**src/hdl/cts_pkg.sv**
```systemverilog
package cts_pkg;

  localparam int COUNT_WIDTH_DEF      = 16;
  localparam int VALUE_WIDTH_DEF      = 32;
  localparam int FRAC_DIGITS_KEPT_DEF = 9;
  localparam int KEYWORD_CHARS_DEF    = 8;

  localparam int KIND_W = 6;
  localparam int FRAC_W = 30;
  localparam int FCNT_W = 4;

  typedef enum logic [3:0] {
    M_IDLE, M_SLASH, M_LINECOM, M_BLOCK, M_BLOCKSTAR, M_OP1, M_OP2, M_IDENT,
    M_NUMINT, M_NUMFRAC, M_CHAR1, M_CHAR2, M_STR, M_STRESC
  } mode_t;

  localparam logic [KIND_W-1:0] K_END    = 6'd0;
  localparam logic [KIND_W-1:0] K_TILDE  = 6'd44;
  localparam logic [KIND_W-1:0] K_CHAR   = 6'd45;
  localparam logic [KIND_W-1:0] K_STRING = 6'd46;
  localparam logic [KIND_W-1:0] K_NUMBER = 6'd57;
  localparam logic [KIND_W-1:0] K_IDENT  = 6'd58;
  localparam logic [KIND_W-1:0] K_DIVEQ  = 6'd20;
  localparam logic [KIND_W-1:0] K_DIV    = 6'd21;
  localparam logic [KIND_W-1:0] K_SHL_EQ = 6'd34;
  localparam logic [KIND_W-1:0] K_SHL    = 6'd36;
  localparam logic [KIND_W-1:0] K_SHR_EQ = 6'd38;
  localparam logic [KIND_W-1:0] K_SHR    = 6'd40;

  function automatic logic [KIND_W-1:0] sep_kind(input logic [7:0] c);
    case (c)
      8'h3B: return 6'd1;
      8'h2C: return 6'd2;
      8'h28: return 6'd3;
      8'h29: return 6'd4;
      8'h5B: return 6'd5;
      8'h5D: return 6'd6;
      8'h7B: return 6'd7;
      8'h7D: return 6'd8;
      8'h3A: return 6'd9;
      8'h2E: return 6'd10;
      default: return K_END;
    endcase
  endfunction

  function automatic logic [KIND_W-1:0] single_op(input logic [7:0] f);
    case (f)
      8'h2B: return 6'd13;
      8'h2D: return 6'd17;
      8'h2A: return 6'd19;
      8'h25: return 6'd23;
      8'h3D: return 6'd25;
      8'h26: return 6'd28;
      8'h7C: return 6'd31;
      8'h21: return 6'd33;
      8'h3C: return 6'd37;
      8'h3E: return 6'd41;
      8'h5E: return 6'd43;
      default: return K_END;
    endcase
  endfunction

  function automatic logic [KIND_W-1:0] pair_op(input logic [7:0] f, input logic [7:0] c);
    logic eq;
    eq = (c == 8'h3D);
    case (f)
      8'h2B: return eq ? 6'd11 : (c == 8'h2B) ? 6'd12 : K_END;
      8'h2D: return eq ? 6'd14 : (c == 8'h2D) ? 6'd15 : (c == 8'h3E) ? 6'd16 : K_END;
      8'h2A: return eq ? 6'd18 : K_END;
      8'h25: return eq ? 6'd22 : K_END;
      8'h3D: return eq ? 6'd24 : K_END;
      8'h26: return (c == 8'h26) ? 6'd26 : eq ? 6'd27 : K_END;
      8'h7C: return (c == 8'h7C) ? 6'd29 : eq ? 6'd30 : K_END;
      8'h21: return eq ? 6'd32 : K_END;
      8'h3C: return eq ? 6'd35 : K_END;
      8'h3E: return eq ? 6'd39 : K_END;
      8'h5E: return eq ? 6'd42 : K_END;
      default: return K_END;
    endcase
  endfunction

  function automatic logic is_alpha(input logic [7:0] c);
    return (c >= 8'h61 && c <= 8'h7A) || (c >= 8'h41 && c <= 8'h5A) || c == 8'h5F;
  endfunction

  function automatic logic is_digit(input logic [7:0] c);
    return c >= 8'h30 && c <= 8'h39;
  endfunction

  function automatic logic is_space(input logic [7:0] c);
    return c == 8'h20 || (c >= 8'h09 && c <= 8'h0D);
  endfunction

  // Token fields that travel from the scanner to the output stage.
  typedef struct packed {
    logic [KIND_W-1:0] kind;
    logic              is_error;
    logic [31:0]       line;
    logic [31:0]       column;
    logic [31:0]       length;
    logic [63:0]       int_value;
    logic [FRAC_W-1:0] frac_digits;
    logic [FCNT_W-1:0] frac_count;
  } tok_t;

endpackage

```
**src/hdl/c_token_scanner_top.sv**
```systemverilog
// channel | direction | ports
// input   | in        | in_valid, in_ready, in_ch, in_end_of_input
// result  | out       | out_valid, out_ready, out_kind .. out_last
// One byte is taken per cycle while in_ready is high; its tokens are in the output queue the next cycle.
// A byte gives up to two tokens; the four-entry output queue sets when input stalls.
// in_ready drops while fewer than two queue entries are free.
// rst_n is synchronous, active low, and returns the scanner to the start of a source.
module c_token_scanner_top
  import cts_pkg::*;
#(
  parameter int COUNT_WIDTH      = COUNT_WIDTH_DEF,
  parameter int VALUE_WIDTH      = VALUE_WIDTH_DEF,
  parameter int FRAC_DIGITS_KEPT = FRAC_DIGITS_KEPT_DEF,
  parameter int KEYWORD_CHARS    = KEYWORD_CHARS_DEF
) (
  input  logic                   clk,
  input  logic                   rst_n,
  input  logic                   in_valid,
  output logic                   in_ready,
  input  logic [7:0]             in_ch,
  input  logic                   in_end_of_input,
  output logic                   out_valid,
  input  logic                   out_ready,
  output logic [KIND_W-1:0]      out_kind,
  output logic                   out_is_error,
  output logic [COUNT_WIDTH-1:0] out_start_line,
  output logic [COUNT_WIDTH-1:0] out_start_column,
  output logic [COUNT_WIDTH-1:0] out_length,
  output logic [VALUE_WIDTH-1:0] out_int_value,
  output logic [FRAC_W-1:0]      out_frac_digits,
  output logic [FCNT_W-1:0]      out_frac_count,
  output logic                   out_last
);

  logic step, v0, v1;
  tok_t t0, t1;

  assign step = in_valid && in_ready;

  cts_scanner #(
    .COUNT_WIDTH(COUNT_WIDTH), .VALUE_WIDTH(VALUE_WIDTH),
    .FRAC_DIGITS_KEPT(FRAC_DIGITS_KEPT), .KEYWORD_CHARS(KEYWORD_CHARS)
  ) u_scan (
    .clk(clk), .rst_n(rst_n), .step_i(step), .ch_i(in_ch), .eoi_i(in_end_of_input),
    .v0_o(v0), .t0_o(t0), .v1_o(v1), .t1_o(t1)
  );

  cts_out_queue #(.COUNT_WIDTH(COUNT_WIDTH), .VALUE_WIDTH(VALUE_WIDTH)) u_q (
    .clk(clk), .rst_n(rst_n), .wr_i(step), .v0_i(v0), .t0_i(t0), .v1_i(v1), .t1_i(t1),
    .room_o(in_ready), .out_valid(out_valid), .out_ready(out_ready),
    .out_kind(out_kind), .out_is_error(out_is_error), .out_start_line(out_start_line),
    .out_start_column(out_start_column), .out_length(out_length),
    .out_int_value(out_int_value), .out_frac_digits(out_frac_digits),
    .out_frac_count(out_frac_count), .out_last(out_last)
  );

endmodule

```
**src/hdl/cts_kw_match.sv**
```systemverilog
module cts_kw_match
  import cts_pkg::*;
#(
  parameter int KEYWORD_CHARS = KEYWORD_CHARS_DEF,
  parameter int COUNT_WIDTH   = COUNT_WIDTH_DEF
) (
  input  logic [KEYWORD_CHARS*8-1:0] buf_i,
  input  logic [COUNT_WIDTH-1:0]     len_i,
  output logic [KIND_W-1:0]          kind_o
);

  logic [63:0] w;

  // Compare the first eight buffered bytes (little end first) to each keyword.
  always_comb begin
    w = 64'(buf_i[63:0]);
    kind_o = K_IDENT;
    if (len_i == COUNT_WIDTH'(3) && w[23:0] == 24'h746E69) kind_o = 6'd47;
    if (len_i == COUNT_WIDTH'(5) && w[39:0] == 40'h74616F6C66) kind_o = 6'd48;
    if (len_i == COUNT_WIDTH'(6) && w[47:0] == 48'h656C62756F64) kind_o = 6'd49;
    if (len_i == COUNT_WIDTH'(4) && w[31:0] == 32'h72616863) kind_o = 6'd50;
    if (len_i == COUNT_WIDTH'(5) && w[39:0] == 40'h74736E6F63) kind_o = 6'd51;
    if (len_i == COUNT_WIDTH'(4) && w[31:0] == 32'h6D756E65) kind_o = 6'd52;
    if (len_i == COUNT_WIDTH'(4) && w[31:0] == 32'h64696F76) kind_o = 6'd53;
    if (len_i == COUNT_WIDTH'(8) && w == 64'h656C6974616C6F76) kind_o = 6'd54;
    if (len_i == COUNT_WIDTH'(5) && w[39:0] == 40'h6E6F696E75) kind_o = 6'd55;
    if (len_i == COUNT_WIDTH'(6) && w[47:0] == 48'h636974617473) kind_o = 6'd56;
  end

endmodule

```
**src/hdl/cts_scanner.sv**
```systemverilog
module cts_scanner
  import cts_pkg::*;
#(
  parameter int COUNT_WIDTH      = COUNT_WIDTH_DEF,
  parameter int VALUE_WIDTH      = VALUE_WIDTH_DEF,
  parameter int FRAC_DIGITS_KEPT = FRAC_DIGITS_KEPT_DEF,
  parameter int KEYWORD_CHARS    = KEYWORD_CHARS_DEF
) (
  input  logic       clk,
  input  logic       rst_n,
  input  logic       step_i,
  input  logic [7:0] ch_i,
  input  logic       eoi_i,
  output logic       v0_o,
  output tok_t       t0_o,
  output logic       v1_o,
  output tok_t       t1_o
);

  localparam logic [COUNT_WIDTH-1:0] CMAX = '1;
  localparam logic [VALUE_WIDTH-1:0] VMAX = '1;
  localparam logic [VALUE_WIDTH-1:0] VLIM = VMAX / 10;
  localparam logic [3:0] VREM = 4'(VMAX % 10);
  localparam int KI_W = $clog2(KEYWORD_CHARS);

  mode_t mode_r, mode_nxt;
  logic [7:0] pend_r, pend_nxt;
  logic [COUNT_WIDTH-1:0] line_r, line_nxt, col_r, col_nxt;
  logic [COUNT_WIDTH-1:0] tline_r, tline_nxt, tcol_r, tcol_nxt, tlen_r, tlen_nxt;
  logic [KEYWORD_CHARS*8-1:0] kw_r, kw_nxt;
  logic [VALUE_WIDTH-1:0] iacc_r, iacc_nxt;
  logic [FRAC_W-1:0] facc_r, facc_nxt;
  logic [FCNT_W-1:0] fcnt_r, fcnt_nxt;
  logic [KIND_W-1:0] kw_kind;
  logic [3:0] dig;
  logic redo;
  logic [KIND_W-1:0] k;

  cts_kw_match #(.KEYWORD_CHARS(KEYWORD_CHARS), .COUNT_WIDTH(COUNT_WIDTH)) u_kw (
    .buf_i(kw_r), .len_i(tlen_r), .kind_o(kw_kind)
  );

  function automatic logic [COUNT_WIDTH-1:0] sat(input logic [COUNT_WIDTH-1:0] x);
    return (x == CMAX) ? x : x + 1'b1;
  endfunction

  function automatic tok_t mk(input logic [KIND_W-1:0] kd, input logic er,
                              input logic [COUNT_WIDTH-1:0] ln,
                              input logic [COUNT_WIDTH-1:0] cl,
                              input logic [COUNT_WIDTH-1:0] lg);
    tok_t t;
    t = '0;
    t.kind = kd;
    t.is_error = er;
    t.line = 32'(ln);
    t.column = 32'(cl);
    t.length = 32'(lg);
    return t;
  endfunction

  // Next state and up to two tokens per byte.
  always_comb begin
    mode_nxt = mode_r; pend_nxt = pend_r; line_nxt = line_r; col_nxt = col_r;
    tline_nxt = tline_r; tcol_nxt = tcol_r; tlen_nxt = tlen_r; kw_nxt = kw_r;
    iacc_nxt = iacc_r; facc_nxt = facc_r; fcnt_nxt = fcnt_r;
    v0_o = 1'b0; v1_o = 1'b0; t0_o = '0; t1_o = '0;
    dig = ch_i[3:0] - 4'd0;
    redo = 1'b0;
    k = K_END;
    if (eoi_i || ch_i == 8'h00) begin
      // flush pending token, then end token, then reset
      v0_o = 1'b1;
      t0_o = mk(K_END, 1'b0, tline_r, tcol_r, tlen_r);
      unique case (mode_r)
        M_SLASH: t0_o.kind = K_DIV;
        M_BLOCK, M_BLOCKSTAR: begin
          t0_o.kind = K_IDENT; t0_o.is_error = 1'b1;
        end
        M_OP1: t0_o.kind = single_op(pend_r);
        M_OP2: t0_o.kind = (pend_r == 8'h3C) ? K_SHL : K_SHR;
        M_IDENT: t0_o.kind = kw_kind;
        M_NUMINT, M_NUMFRAC: begin
          t0_o.kind = K_NUMBER; t0_o.int_value = 64'(iacc_r);
          t0_o.frac_digits = facc_r; t0_o.frac_count = fcnt_r;
        end
        M_CHAR1, M_CHAR2: begin
          t0_o.kind = K_CHAR; t0_o.int_value = 64'(iacc_r);
        end
        M_STR, M_STRESC: t0_o.kind = K_STRING;
        default: v0_o = 1'b0;
      endcase
      if (v0_o) begin
        v1_o = 1'b1; t1_o = mk(K_END, 1'b0, line_r, col_r, '0);
      end else begin
        v0_o = 1'b1; t0_o = mk(K_END, 1'b0, line_r, col_r, '0);
      end
      mode_nxt = M_IDLE; pend_nxt = '0; line_nxt = COUNT_WIDTH'(1);
      col_nxt = COUNT_WIDTH'(1); tline_nxt = COUNT_WIDTH'(1);
      tcol_nxt = COUNT_WIDTH'(1); tlen_nxt = '0; kw_nxt = '0;
      iacc_nxt = '0; facc_nxt = '0; fcnt_nxt = '0;
    end else begin
      // Pass one: continue the pending token; redo sends the byte to idle.
      unique case (mode_r)
        M_SLASH: begin
          if (ch_i == 8'h2F) mode_nxt = M_LINECOM;
          else if (ch_i == 8'h2A) mode_nxt = M_BLOCK;
          else if (ch_i == 8'h3D) begin
            v0_o = 1'b1; t0_o = mk(K_DIVEQ, 1'b0, tline_r, tcol_r, sat(tlen_r));
            mode_nxt = M_IDLE;
          end else begin
            v0_o = 1'b1; t0_o = mk(K_DIV, 1'b0, tline_r, tcol_r, tlen_r); redo = 1'b1;
          end
        end
        M_LINECOM: if (ch_i == 8'h0A) mode_nxt = M_IDLE;
        M_BLOCK: if (ch_i == 8'h2A) mode_nxt = M_BLOCKSTAR;
        M_BLOCKSTAR: begin
          if (ch_i == 8'h2F) mode_nxt = M_IDLE;
          else if (ch_i != 8'h2A) mode_nxt = M_BLOCK;
        end
        M_OP1: begin
          k = pair_op(pend_r, ch_i);
          if ((pend_r == 8'h3C || pend_r == 8'h3E) && ch_i == pend_r) mode_nxt = M_OP2;
          else if (k != K_END) begin
            v0_o = 1'b1; t0_o = mk(k, 1'b0, tline_r, tcol_r, sat(tlen_r));
            mode_nxt = M_IDLE;
          end else begin
            v0_o = 1'b1; t0_o = mk(single_op(pend_r), 1'b0, tline_r, tcol_r, tlen_r);
            redo = 1'b1;
          end
        end
        M_OP2: begin
          v0_o = 1'b1;
          if (ch_i == 8'h3D) begin
            t0_o = mk((pend_r == 8'h3C) ? K_SHL_EQ : K_SHR_EQ, 1'b0, tline_r, tcol_r,
                      sat(tlen_r));
            mode_nxt = M_IDLE;
          end else begin
            t0_o = mk((pend_r == 8'h3C) ? K_SHL : K_SHR, 1'b0, tline_r, tcol_r, tlen_r);
            redo = 1'b1;
          end
        end
        M_IDENT: begin
          if (is_alpha(ch_i) || is_digit(ch_i)) begin
            if (tlen_r < COUNT_WIDTH'(KEYWORD_CHARS))
              kw_nxt[8*tlen_r[KI_W-1:0] +: 8] = ch_i;
          end else begin
            v0_o = 1'b1; t0_o = mk(kw_kind, 1'b0, tline_r, tcol_r, tlen_r); redo = 1'b1;
          end
        end
        M_NUMINT, M_NUMFRAC: begin
          if (is_digit(ch_i) && mode_r == M_NUMINT) begin
            if (iacc_r > VLIM || (iacc_r == VLIM && dig > VREM)) iacc_nxt = VMAX;
            else iacc_nxt = VALUE_WIDTH'(iacc_r * 10) + VALUE_WIDTH'(dig);
          end else if (is_digit(ch_i)) begin
            if (fcnt_r < FCNT_W'(FRAC_DIGITS_KEPT)) begin
              facc_nxt = FRAC_W'(facc_r * 10) + FRAC_W'(dig);
              fcnt_nxt = fcnt_r + 1'b1;
            end
          end else if (ch_i == 8'h2E && mode_r == M_NUMINT) mode_nxt = M_NUMFRAC;
          else begin
            v0_o = 1'b1; t0_o = mk(K_NUMBER, 1'b0, tline_r, tcol_r, tlen_r);
            t0_o.int_value = 64'(iacc_r); t0_o.frac_digits = facc_r;
            t0_o.frac_count = fcnt_r; redo = 1'b1;
          end
        end
        M_CHAR1: begin
          iacc_nxt = VALUE_WIDTH'(ch_i); mode_nxt = M_CHAR2;
        end
        M_CHAR2: begin
          v0_o = 1'b1; t0_o = mk(K_CHAR, 1'b0, tline_r, tcol_r, sat(tlen_r));
          t0_o.int_value = 64'(iacc_r); mode_nxt = M_IDLE;
        end
        M_STR: begin
          if (ch_i == 8'h5C) mode_nxt = M_STRESC;
          else if (ch_i == 8'h22) begin
            v0_o = 1'b1; t0_o = mk(K_STRING, 1'b0, tline_r, tcol_r, sat(tlen_r));
            mode_nxt = M_IDLE;
          end
        end
        M_STRESC: mode_nxt = M_STR;
        default: redo = 1'b1;
      endcase
      if (!redo) tlen_nxt = sat(tlen_r);
      // Pass two: byte starts something from idle.
      if (redo) begin
        mode_nxt = M_IDLE;
        if (!is_space(ch_i)) begin
          tline_nxt = line_r; tcol_nxt = col_r; tlen_nxt = COUNT_WIDTH'(1);
          k = sep_kind(ch_i);
          if (k == K_END && ch_i == 8'h7E) k = K_TILDE;
          if (k != K_END || !(ch_i == 8'h2F || single_op(ch_i) != K_END ||
              ch_i == 8'h27 || ch_i == 8'h22 || is_digit(ch_i) || is_alpha(ch_i))) begin
            if (v0_o) begin
              v1_o = 1'b1;
              t1_o = mk((k == K_END) ? K_IDENT : k, k == K_END, line_r, col_r,
                        COUNT_WIDTH'(1));
            end else begin
              v0_o = 1'b1;
              t0_o = mk((k == K_END) ? K_IDENT : k, k == K_END, line_r, col_r,
                        COUNT_WIDTH'(1));
            end
          end else if (ch_i == 8'h2F) mode_nxt = M_SLASH;
          else if (single_op(ch_i) != K_END) begin
            pend_nxt = ch_i; mode_nxt = M_OP1;
          end else if (ch_i == 8'h27) begin
            iacc_nxt = '0; mode_nxt = M_CHAR1;
          end else if (ch_i == 8'h22) mode_nxt = M_STR;
          else if (is_digit(ch_i)) begin
            iacc_nxt = VALUE_WIDTH'(dig); facc_nxt = '0; fcnt_nxt = '0;
            mode_nxt = M_NUMINT;
          end else begin
            kw_nxt = '0; kw_nxt[7:0] = ch_i; mode_nxt = M_IDENT;
          end
        end else begin
          tlen_nxt = sat(tlen_r);
        end
      end
      // Track position.
      if (ch_i == 8'h0A) begin
        line_nxt = sat(line_r); col_nxt = COUNT_WIDTH'(1);
      end else begin
        col_nxt = sat(col_r);
      end
    end
  end

  // Hold state between transfers.
  always_ff @(posedge clk) begin
    if (!rst_n) begin
      mode_r <= M_IDLE; pend_r <= '0; line_r <= COUNT_WIDTH'(1);
      col_r <= COUNT_WIDTH'(1); tline_r <= COUNT_WIDTH'(1);
      tcol_r <= COUNT_WIDTH'(1); tlen_r <= '0; kw_r <= '0;
      iacc_r <= '0; facc_r <= '0; fcnt_r <= '0;
    end else if (step_i) begin
      mode_r <= mode_nxt; pend_r <= pend_nxt; line_r <= line_nxt; col_r <= col_nxt;
      tline_r <= tline_nxt; tcol_r <= tcol_nxt; tlen_r <= tlen_nxt; kw_r <= kw_nxt;
      iacc_r <= iacc_nxt; facc_r <= facc_nxt; fcnt_r <= fcnt_nxt;
    end
  end

endmodule

```
**src/hdl/cts_out_queue.sv**
```systemverilog
module cts_out_queue
  import cts_pkg::*;
#(
  parameter int COUNT_WIDTH = COUNT_WIDTH_DEF,
  parameter int VALUE_WIDTH = VALUE_WIDTH_DEF
) (
  input  logic                   clk,
  input  logic                   rst_n,
  input  logic                   wr_i,
  input  logic                   v0_i,
  input  tok_t                   t0_i,
  input  logic                   v1_i,
  input  tok_t                   t1_i,
  output logic                   room_o,
  output logic                   out_valid,
  input  logic                   out_ready,
  output logic [KIND_W-1:0]      out_kind,
  output logic                   out_is_error,
  output logic [COUNT_WIDTH-1:0] out_start_line,
  output logic [COUNT_WIDTH-1:0] out_start_column,
  output logic [COUNT_WIDTH-1:0] out_length,
  output logic [VALUE_WIDTH-1:0] out_int_value,
  output logic [FRAC_W-1:0]      out_frac_digits,
  output logic [FCNT_W-1:0]      out_frac_count,
  output logic                   out_last
);

  // Four-entry circular queue; one byte adds at most two entries.
  tok_t       q_r [4];
  logic       ql_r [4];
  logic [1:0] rd_r, rd_nxt, wp;
  logic [2:0] cnt_r, cnt_nxt;
  logic       pop;

  assign pop = out_valid && out_ready;
  assign room_o = (cnt_r <= 3'd2);
  assign out_valid = (cnt_r != 3'd0);
  assign wp = rd_r + cnt_r[1:0];

  always_comb begin
    rd_nxt = rd_r + 2'(pop);
    cnt_nxt = cnt_r - 3'(pop);
    if (wr_i) cnt_nxt = cnt_nxt + 3'(v0_i) + 3'(v1_i);
  end

  // Advance pointers; push new tokens.
  always_ff @(posedge clk) begin
    if (!rst_n) begin
      rd_r <= '0; cnt_r <= '0;
    end else begin
      rd_r <= rd_nxt; cnt_r <= cnt_nxt;
    end
    if (wr_i && v0_i) begin
      q_r[wp] <= t0_i; ql_r[wp] <= !v1_i;
    end
    if (wr_i && v1_i) begin
      q_r[wp + 2'd1] <= t1_i; ql_r[wp + 2'd1] <= 1'b1;
    end
  end

  assign out_kind         = q_r[rd_r].kind;
  assign out_is_error     = q_r[rd_r].is_error;
  assign out_start_line   = COUNT_WIDTH'(q_r[rd_r].line);
  assign out_start_column = COUNT_WIDTH'(q_r[rd_r].column);
  assign out_length       = COUNT_WIDTH'(q_r[rd_r].length);
  assign out_int_value    = VALUE_WIDTH'(q_r[rd_r].int_value);
  assign out_frac_digits  = q_r[rd_r].frac_digits;
  assign out_frac_count   = q_r[rd_r].frac_count;
  assign out_last         = ql_r[rd_r];

endmodule

```
**config.mk**
```make
export PLATFORM = sky130hd
export DESIGN_NAME = c_token_scanner_top
export DESIGN_NICKNAME = d
export VERILOG_FILES = /design/src/hdl/cts_pkg.sv /design/src/hdl/c_token_scanner_top.sv /design/src/hdl/cts_kw_match.sv /design/src/hdl/cts_scanner.sv /design/src/hdl/cts_out_queue.sv
export SDC_FILE = /design/constraint.sdc
export NUM_CORES = 2
export LEC_CHECK = 0
export ABC_AREA = 1
export BUFFER_PORTS_ARGS = -buffer_cell sky130_fd_sc_hd__buf_2
export CAP_MARGIN = 20
export CORE_AREA = 3 3 261 263
export DETAILED_ROUTE_END_ITERATION = 8
export DIE_AREA = 0 0 264 266
export PLACE_DENSITY = 0.9
export REMOVE_ABC_BUFFERS = 1
export SLEW_MARGIN = 20
export SYNTH_ARGS = -nofsm -noshare
export SYNTH_HDL_FRONTEND = slang
export SYNTH_SLANG_ARGS = --single-unit
```
**constraint.sdc**
```tcl
create_clock -name clk -period 9.3 [get_ports clk]
set_input_delay 1.395 -clock clk [delete_from_list [all_inputs] [get_ports clk]]
set_output_delay 1.395 -clock clk [all_outputs]
set_load 0.005 [all_outputs]
```
# Yosys cells after proc, flatten, opt, wreduce, memory -nomap -nowiden
# Memory sizes are Yosys's and may differ from the RTL's. A register that Yosys moved wholly into a read port is not among the register bits.
# Index checks and enable logic that the tools add are counted.
[classes]
addsub = 13
multipliers = 2
magnitude_cmp = 13
eq_ne = 87
n_shift = 2
mux = 213
n_reduce_logical = 63
[op_table]
columns = ["operator", "n"]
rows = [
  ["two-way mux 201 bit", 22],
  ["one-hot mux 201 bit (7 select lines)", 1],
  ["two-way mux 64 bit", 12],
  ["two-way mux 30 bit", 13],
  ["two-way mux 32 bit", 12],
  ["two-way mux 16 bit", 16],
  ["equality test 8 x 6 -> 1 bit (second input constant)", 28],
  ["two-way mux 6 bit", 36],
  ["one-hot mux 6 bit (11 select lines)", 3],
  ["two-way mux 196 bit", 1],
  ["two-way mux 178 bit", 1],
  ["two-way mux 4 bit", 38],
  ["equality test 40 x 39 -> 1 bit (second input constant)", 3],
  ["equality test 32 x 31 -> 1 bit (second input constant)", 3],
  ["equality test 48 x 47 -> 1 bit (second input constant)", 2],
  ["equality test 8 x 7 -> 1 bit (second input constant)", 11],
  ["bitwise mux 64 bit", 1],
  ["equality test 64 x 63 -> 1 bit (second input constant)", 1],
  ["one-hot mux 32 bit (2 select lines)", 1],
  ["variable shift 8 x 34 -> 64 bit (first input constant)", 1],
  ["variable part select 8 x 34 -> 64 bit", 1],
  ["adder 16 x 1 -> 16 bit (second input constant)", 3],
  ["equality test 16 bit (second input constant)", 3],
  ["equality test 16 x 3 -> 1 bit (second input constant)", 3],
  ["other kinds (65)", 177],
]
[word_totals]
reg_bits = 227
mem_bits_rw = 808
input_bits = 13
out_inout_bits = 124
word_cells = 408
memories = 2
[mem_list]
columns = ["memory", "words", "width", "rd", "rd_clocked_by_memory_dff", "write_ports", "line_no", "source"]
rows = [
  ["u_q.q_r", 4, 201, 1, 1, 2, "cts_out_queue.sv:29", "tok_t q_r [4];"],
  ["u_q.ql_r", 4, 1, 1, 1, 2, "cts_out_queue.sv:30", "logic ql_r [4];"],
]

# Logic depth before layout (Yosys ltp)
[depth]
word_depth = 33
mapped_depth = 27
mapped_depth_nobuf = 25

# Hierarchy
# Synthesis repeated with hierarchy kept, for this count alone.
[unflattened]
hier_cells = 6726
hier_area_um2 = 48576.6
[modules_own_cells]
columns = ["mod", "n_inst", "cells_per_inst", "area_each_um2", "seq_area_each_um2"]
rows = [
  ["cts_out_queue", 1, 2453, 24130.6, 14714.1],
  ["cts_scanner", 1, 3996, 23236.0, 4444.3],
  ["cts_kw_match", 1, 275, 1202.4, 0.0],
  ["c_token_scanner_top", 1, 2, 7.5, 0.0],
]

# Least setup slack after synthesis
# OpenSTA, ideal clock, no wires.
[synth_path]
path_type = "input -> register"
from = "input in_ch[1]"
to = "memory u_q.q_r[0][130] in the netlist's numbering, enable pin"
setup_time_ns = 0.398
arrival_time_ns = 4.466
required_time_ns = 8.902
path_slack_ns = 4.436
path_stages = 22
n_path_buf = 5
cell_sequence = "buf_4 inv_4 nand2_2 nor2_4 inv_2 nor2_4 buf_6 ha_1 nor2_2 o211ai_1 nand2_1 nand2_1 nor2_2 nand2_4 nand3_4 nand4_4 nand2_2 buf_6 nand3_2 buf_4 buf_6 nand2_1"
[synth_lines]
columns = ["item", "line_no", "source"]
rows = [
  ["from (decl)", "c_token_scanner_top.sv:20", "input logic [7:0] in_ch,"],
  ["to (decl)", "cts_out_queue.sv:29", ""],
]

==> results by group <==
Logic synthesis
  • Dominant cell by count in the synthesized netlist: nand2_1
  • Library cell occupying the most area in the post-synthesis netlist: dfxtp_1
  • Simple-gate area share of the yosys netlist: a little under a third
  • Portion of synthesized cell area occupied by the leading cell type: 26.02%
  • Largest family of logic cells by synthesized area: simple AND/OR/NAND/NOR gates
  • Syn Inst Count: approximately 6300
  • Post-Synth XOR/XNOR Area: between 1 and 1.5%
  • Synth top cells by count: 1693 x nand2_1, 634 x nor2_1, 602 x o21ai_0, 560 x nand3_1, 555 x dfxtp_1
  • Ranking of synthesized cells by area: dfxtp_1 26%, nand2_1 15%, edfxtp_1 11%
  • Area share of fa/ha/maj cells after synthesis: 3.986%
  • Fraction of the mapped netlist area in compound gates: 16.94%
  • Average instance area after synthesis: ~6.8 sq um
  • Part of the Yosys area used for sequential elements: a little under two fifths
  • Syn Std Cell Area: about 0.043 sq mm
  • Count of different cell masters after synthesis: 62
  • Ys async rst share: 0%
  • Top flip-flop cell by instance count after synthesis: dfxtp_1
  • Yosys reg bits: 715
  • Number of enable-type register cells in the synthesized netlist: 160
  • Multiplexer area fraction after synthesis: 0.8177%
  • Number of warning messages in the yosys log: 0

Clock tree
  • Clk Tree Root Cell: clkbuf_16
  • CTS Buffer Depth: 3
  • Number of CTS-inserted buffers: 73
  • Cts repair resizes: 0
  • CTS H-tree lvls: 3
  • Clock-pin transition on the worst setup and hold timing paths: roughly 0.060 ns
  • Clock latency reported for the late side of the worst-skew pair: around 0.66 ns
  • CTS hold repair buffers: 0
  • TritonCTS clock tree: built
  • Number of buffers inserted by post-CTS setup repair: 0
  • Number of sinks on the clock net: 715

Final layout
  • Design area: between 0.04 and 0.05 sq mm
  • Share of post-route cells with drive strength above 1: about 6.7%
  • Number of nets in the layout: around 6400
  • Area occupied by multi-input gates: roughly 0.023 sq mm
  • Util after Layout: a little over two thirds
  • Layout overhead on the synthesized area: 7.640%
  • FF+latch area: ~0.016 sq mm
  • Number of fill cells in the layout: 5517

STA
  • Setup skew after layout: 0.03223 ns
  • Number of failing hold endpoints at the final stage: 0
  • Transition time at the pin with the least slew margin: around 1.2 ns
  • Number of max-slew violations in the final report: 0
  • Normalized max-slew margin: 22.89%
  • Tcrit/Tclk final: 64.44%
  • Setup WS post-layout: ~3.3 ns
  • Setup-violating endpoint count in the final report: 0
  • Minimum hold slack: 0.4628 ns
  • Final critical path time including I/O delays and setup: roughly 6 ns
  • Max Fclk: 166.9 MHz
  • Unrepaired setup endpoints after global routing: false

Critical path
  • Cell chain of the critical path: buf_2, inv_2, nand2_1, nor2_2, a21oi_4, buf_4, inv_2, a31oi_1, inv_1, nor2_4, nand4_4, nand2_2, nand3_4, nand2_2, buf_12
  • Combined buffer and inverter count along the critical path: 6
  • WP data required: ~9.6 ns
  • Startpoint types: input port
  • Logic depth of the worst path, buffers included: 15
  • Top Family by Delay on Critical Path: simple AND/OR/NAND/NOR gates
  • Worst path slowest cell: nor2_4
  • Critical path class: input port to flop
  • Category of the worst setup path capture point: flop
  • Data arrival time at the worst-slack endpoint: 6.33 ns
  • Max incr delay on CP: between 0.8 and 0.9 ns
  • Critical path peak fanout: 35
  • Cell depth of the worst flop-to-flop path: 17

GRT
  • First-pass GRT wire length: between 200000 and 250000 um
  • Vias in the first global route: 42373
  • Overall global routing resource usage: 38.16%
  • Maximum number of pins on one net before global-route repair: 100
  • Grt ovf: 0
  • Number of antenna violations at the first check in global routing: 2

Routing
  • Number of search-and-repair iterations in the first detailed-routing pass: 9
  • Average vias per placed instance: 6.384
  • DRC violation total after the first TritonRoute iteration: around 6300
  • Top layer used by detailed routing: met5
  • Met3 wire len: 16540 um
  • Number of nets with antenna violations after detailed routing: 0
  • DR DRC count: 3
  • Routed WL per cell: 19.50 um
  • Total via count after detailed routing: ~46000
  • Met1 wire length: roughly 54000 um
  • Total wire length after detailed routing: between 100000 and 150000 um
  • WL met2: 62300 um

Placed design
  • DPL Wire Length: approximately 90000 um
  • Placement-stage worst setup slack: ~2.7 ns
  • Final Wtd Congestion: about 1.0
  • Count of buffers from port buffering: ~140
  • Post-place instance area: about 0.043 sq mm

Floorplanning
  • Die extent in x: roughly 260 um
  • Number of ports placed on the die boundary: between 100 and 150
  • Die Area: 0.07022 sq mm
  • Die Height: 266 um
  • Core Footprint: 0.06586 sq mm
  • Initial Util: 64.82%
  • Number of standard-cell rows in the floorplan: between 90 and 100

Flow run
  • Max_cap viols: 0

Outcome
  • Run status: complete, but fails checks
  • Failing checks: DRC

Power
  • Total power divided by cell area: approximately 210 mW/mm^2
  • Pleak: between 15 and 20 nW
  • Largest vdd supply drop: a little over 0.0002 V
  • Total power draw: just under 0.01 W

Hold path
  • Hold Path Class: flop to flop
  • Cells on Worst Hold Path: 2
cell type report:
| type | count | share of cell area [%] |
|---|---|---|
| Timing Repair Buffer | 176 | 2.186 |
| Antenna cell | 1 | 0.005445 |
| Multi-Input combinational cell | 4738 | 50.89 |
| Clock buffer | 101 | 4.509 |
| Clock inverter | 32 | 1.168 |
| Sequential cell | 715 | 34.65 |
| Tap cell | 864 | 2.352 |
| Inverter | 514 | 4.242 |
stage by stage:
| stage | setup TNS, ns | instances |
|---|---|---|
| 2_1_floorplan | -186.24 | 5967 |
| 4_1_cts | 0 | 7140 |
| 6_report | 0 | 7141 |
| 5_1_grt | 0 | 7140 |
| 3_5_place_dp | 0 | 7007 |
| 3_3_place_gp | 0 | 7006 |
kinds of logic (layout without fill, tap and decap cells):
logic type               count (synthesis)  after routing
other                                    0              1
XOR/XNOR                                62             62
buffers and inverters                  866            823
multiplexers                            31             31
flip-flops                             715            715
AND/OR/NAND/NOR                       3178           3178
AO/OA/AOI/OAI                         1334           1334
adder cells (fa/ha/maj)                133            133
layer usage:
layer,GRT usage (%),vias up
li1,-,21032
met1,50.11,21029
met2,60.79,3031
met3,7.332,497
met4,18.49,2
met5,0,-
registers in the layout, indices dropped and copies added, names as in the netlist, 8 cells and up:
| signal | count |
|---|---|
| u_scan.iacc_r | 32 |
| u_scan.tlen_r | 16 |
| u_scan.col_r | 16 |
| u_scan.tline_r | 16 |
| u_scan.facc_r | 30 |
| u_scan.line_r | 16 |
| u_q.q_r | 484 |
| u_scan.kw_r | 64 |
| u_scan.pend_r | 8 |
| u_scan.tcol_r | 16 |
final timing paths:
path / start / endpoint / slack, ns
hold / removal: u_scan.kw_r[50]$_SDFFE_PN0P_ / u_scan.kw_r[50]$_SDFFE_PN0P_ / 0.46
setup reg to reg: u_scan.mode_r[1]$_SDFFE_PN0P_ / u_q.q_r[3][143]$_DFFE_PP_ / 3.80
setup / recovery: in_ch[2] / u_q.q_r[2][98]$_DFFE_PP_ / 3.31
hold reg to reg: u_scan.kw_r[50]$_SDFFE_PN0P_ / u_scan.kw_r[50]$_SDFFE_PN0P_ / 0.46
cells in the final DEF (no fill, tap or decap), types with 14 or more instances in the layout:
master	n
o21ai_0	602
clkbuf_8	14
buf_2	136
o2111ai_1	30
nor3_1	95
a22oi_1	43
clkinv_2	15
nor2_1	630
dfxtp_1	553
buf_4	36
a211oi_1	18
a21oi_1	309
ha_1	128
xnor2_1	26
inv_1	481
o22ai_1	133
nor4_1	27
nand4_1	102
xor2_1	36
clkbuf_16	73
inv_2	21
edfxtp_1	160
o21ai_1	152
nand2_1	1688
nand3_1	558
clkbuf_1	14
mux2_2	31
worst register-to-register path, cell delays in order (launching register included):
cell      delay, ns
dfxtp_1        0.53
inv_1          0.20
nor2_4         0.30
inv_1          0.15
nor2_1         0.31
inv_1          0.18
nor2_1         0.22
nor3_2         0.09
nand3_4        0.24
nand2_2        0.12
inv_2          0.13
nand2_1        0.10
nand2_4        0.16
nand3_4        0.69
clkinv_2       0.86
buf_4          0.72
nand2_1        0.16
o21ai_0        0.14
power by group:
part	internal [W]	total, W	switching [W]	leakage [nW]
registers	0.00346	0.00362	0.000161	6.00
logic	0.000762	0.00303	0.00227	11.8
clock network	0.00184	0.00320	0.00136	1.27
Power figures use the tool's default switching activity.
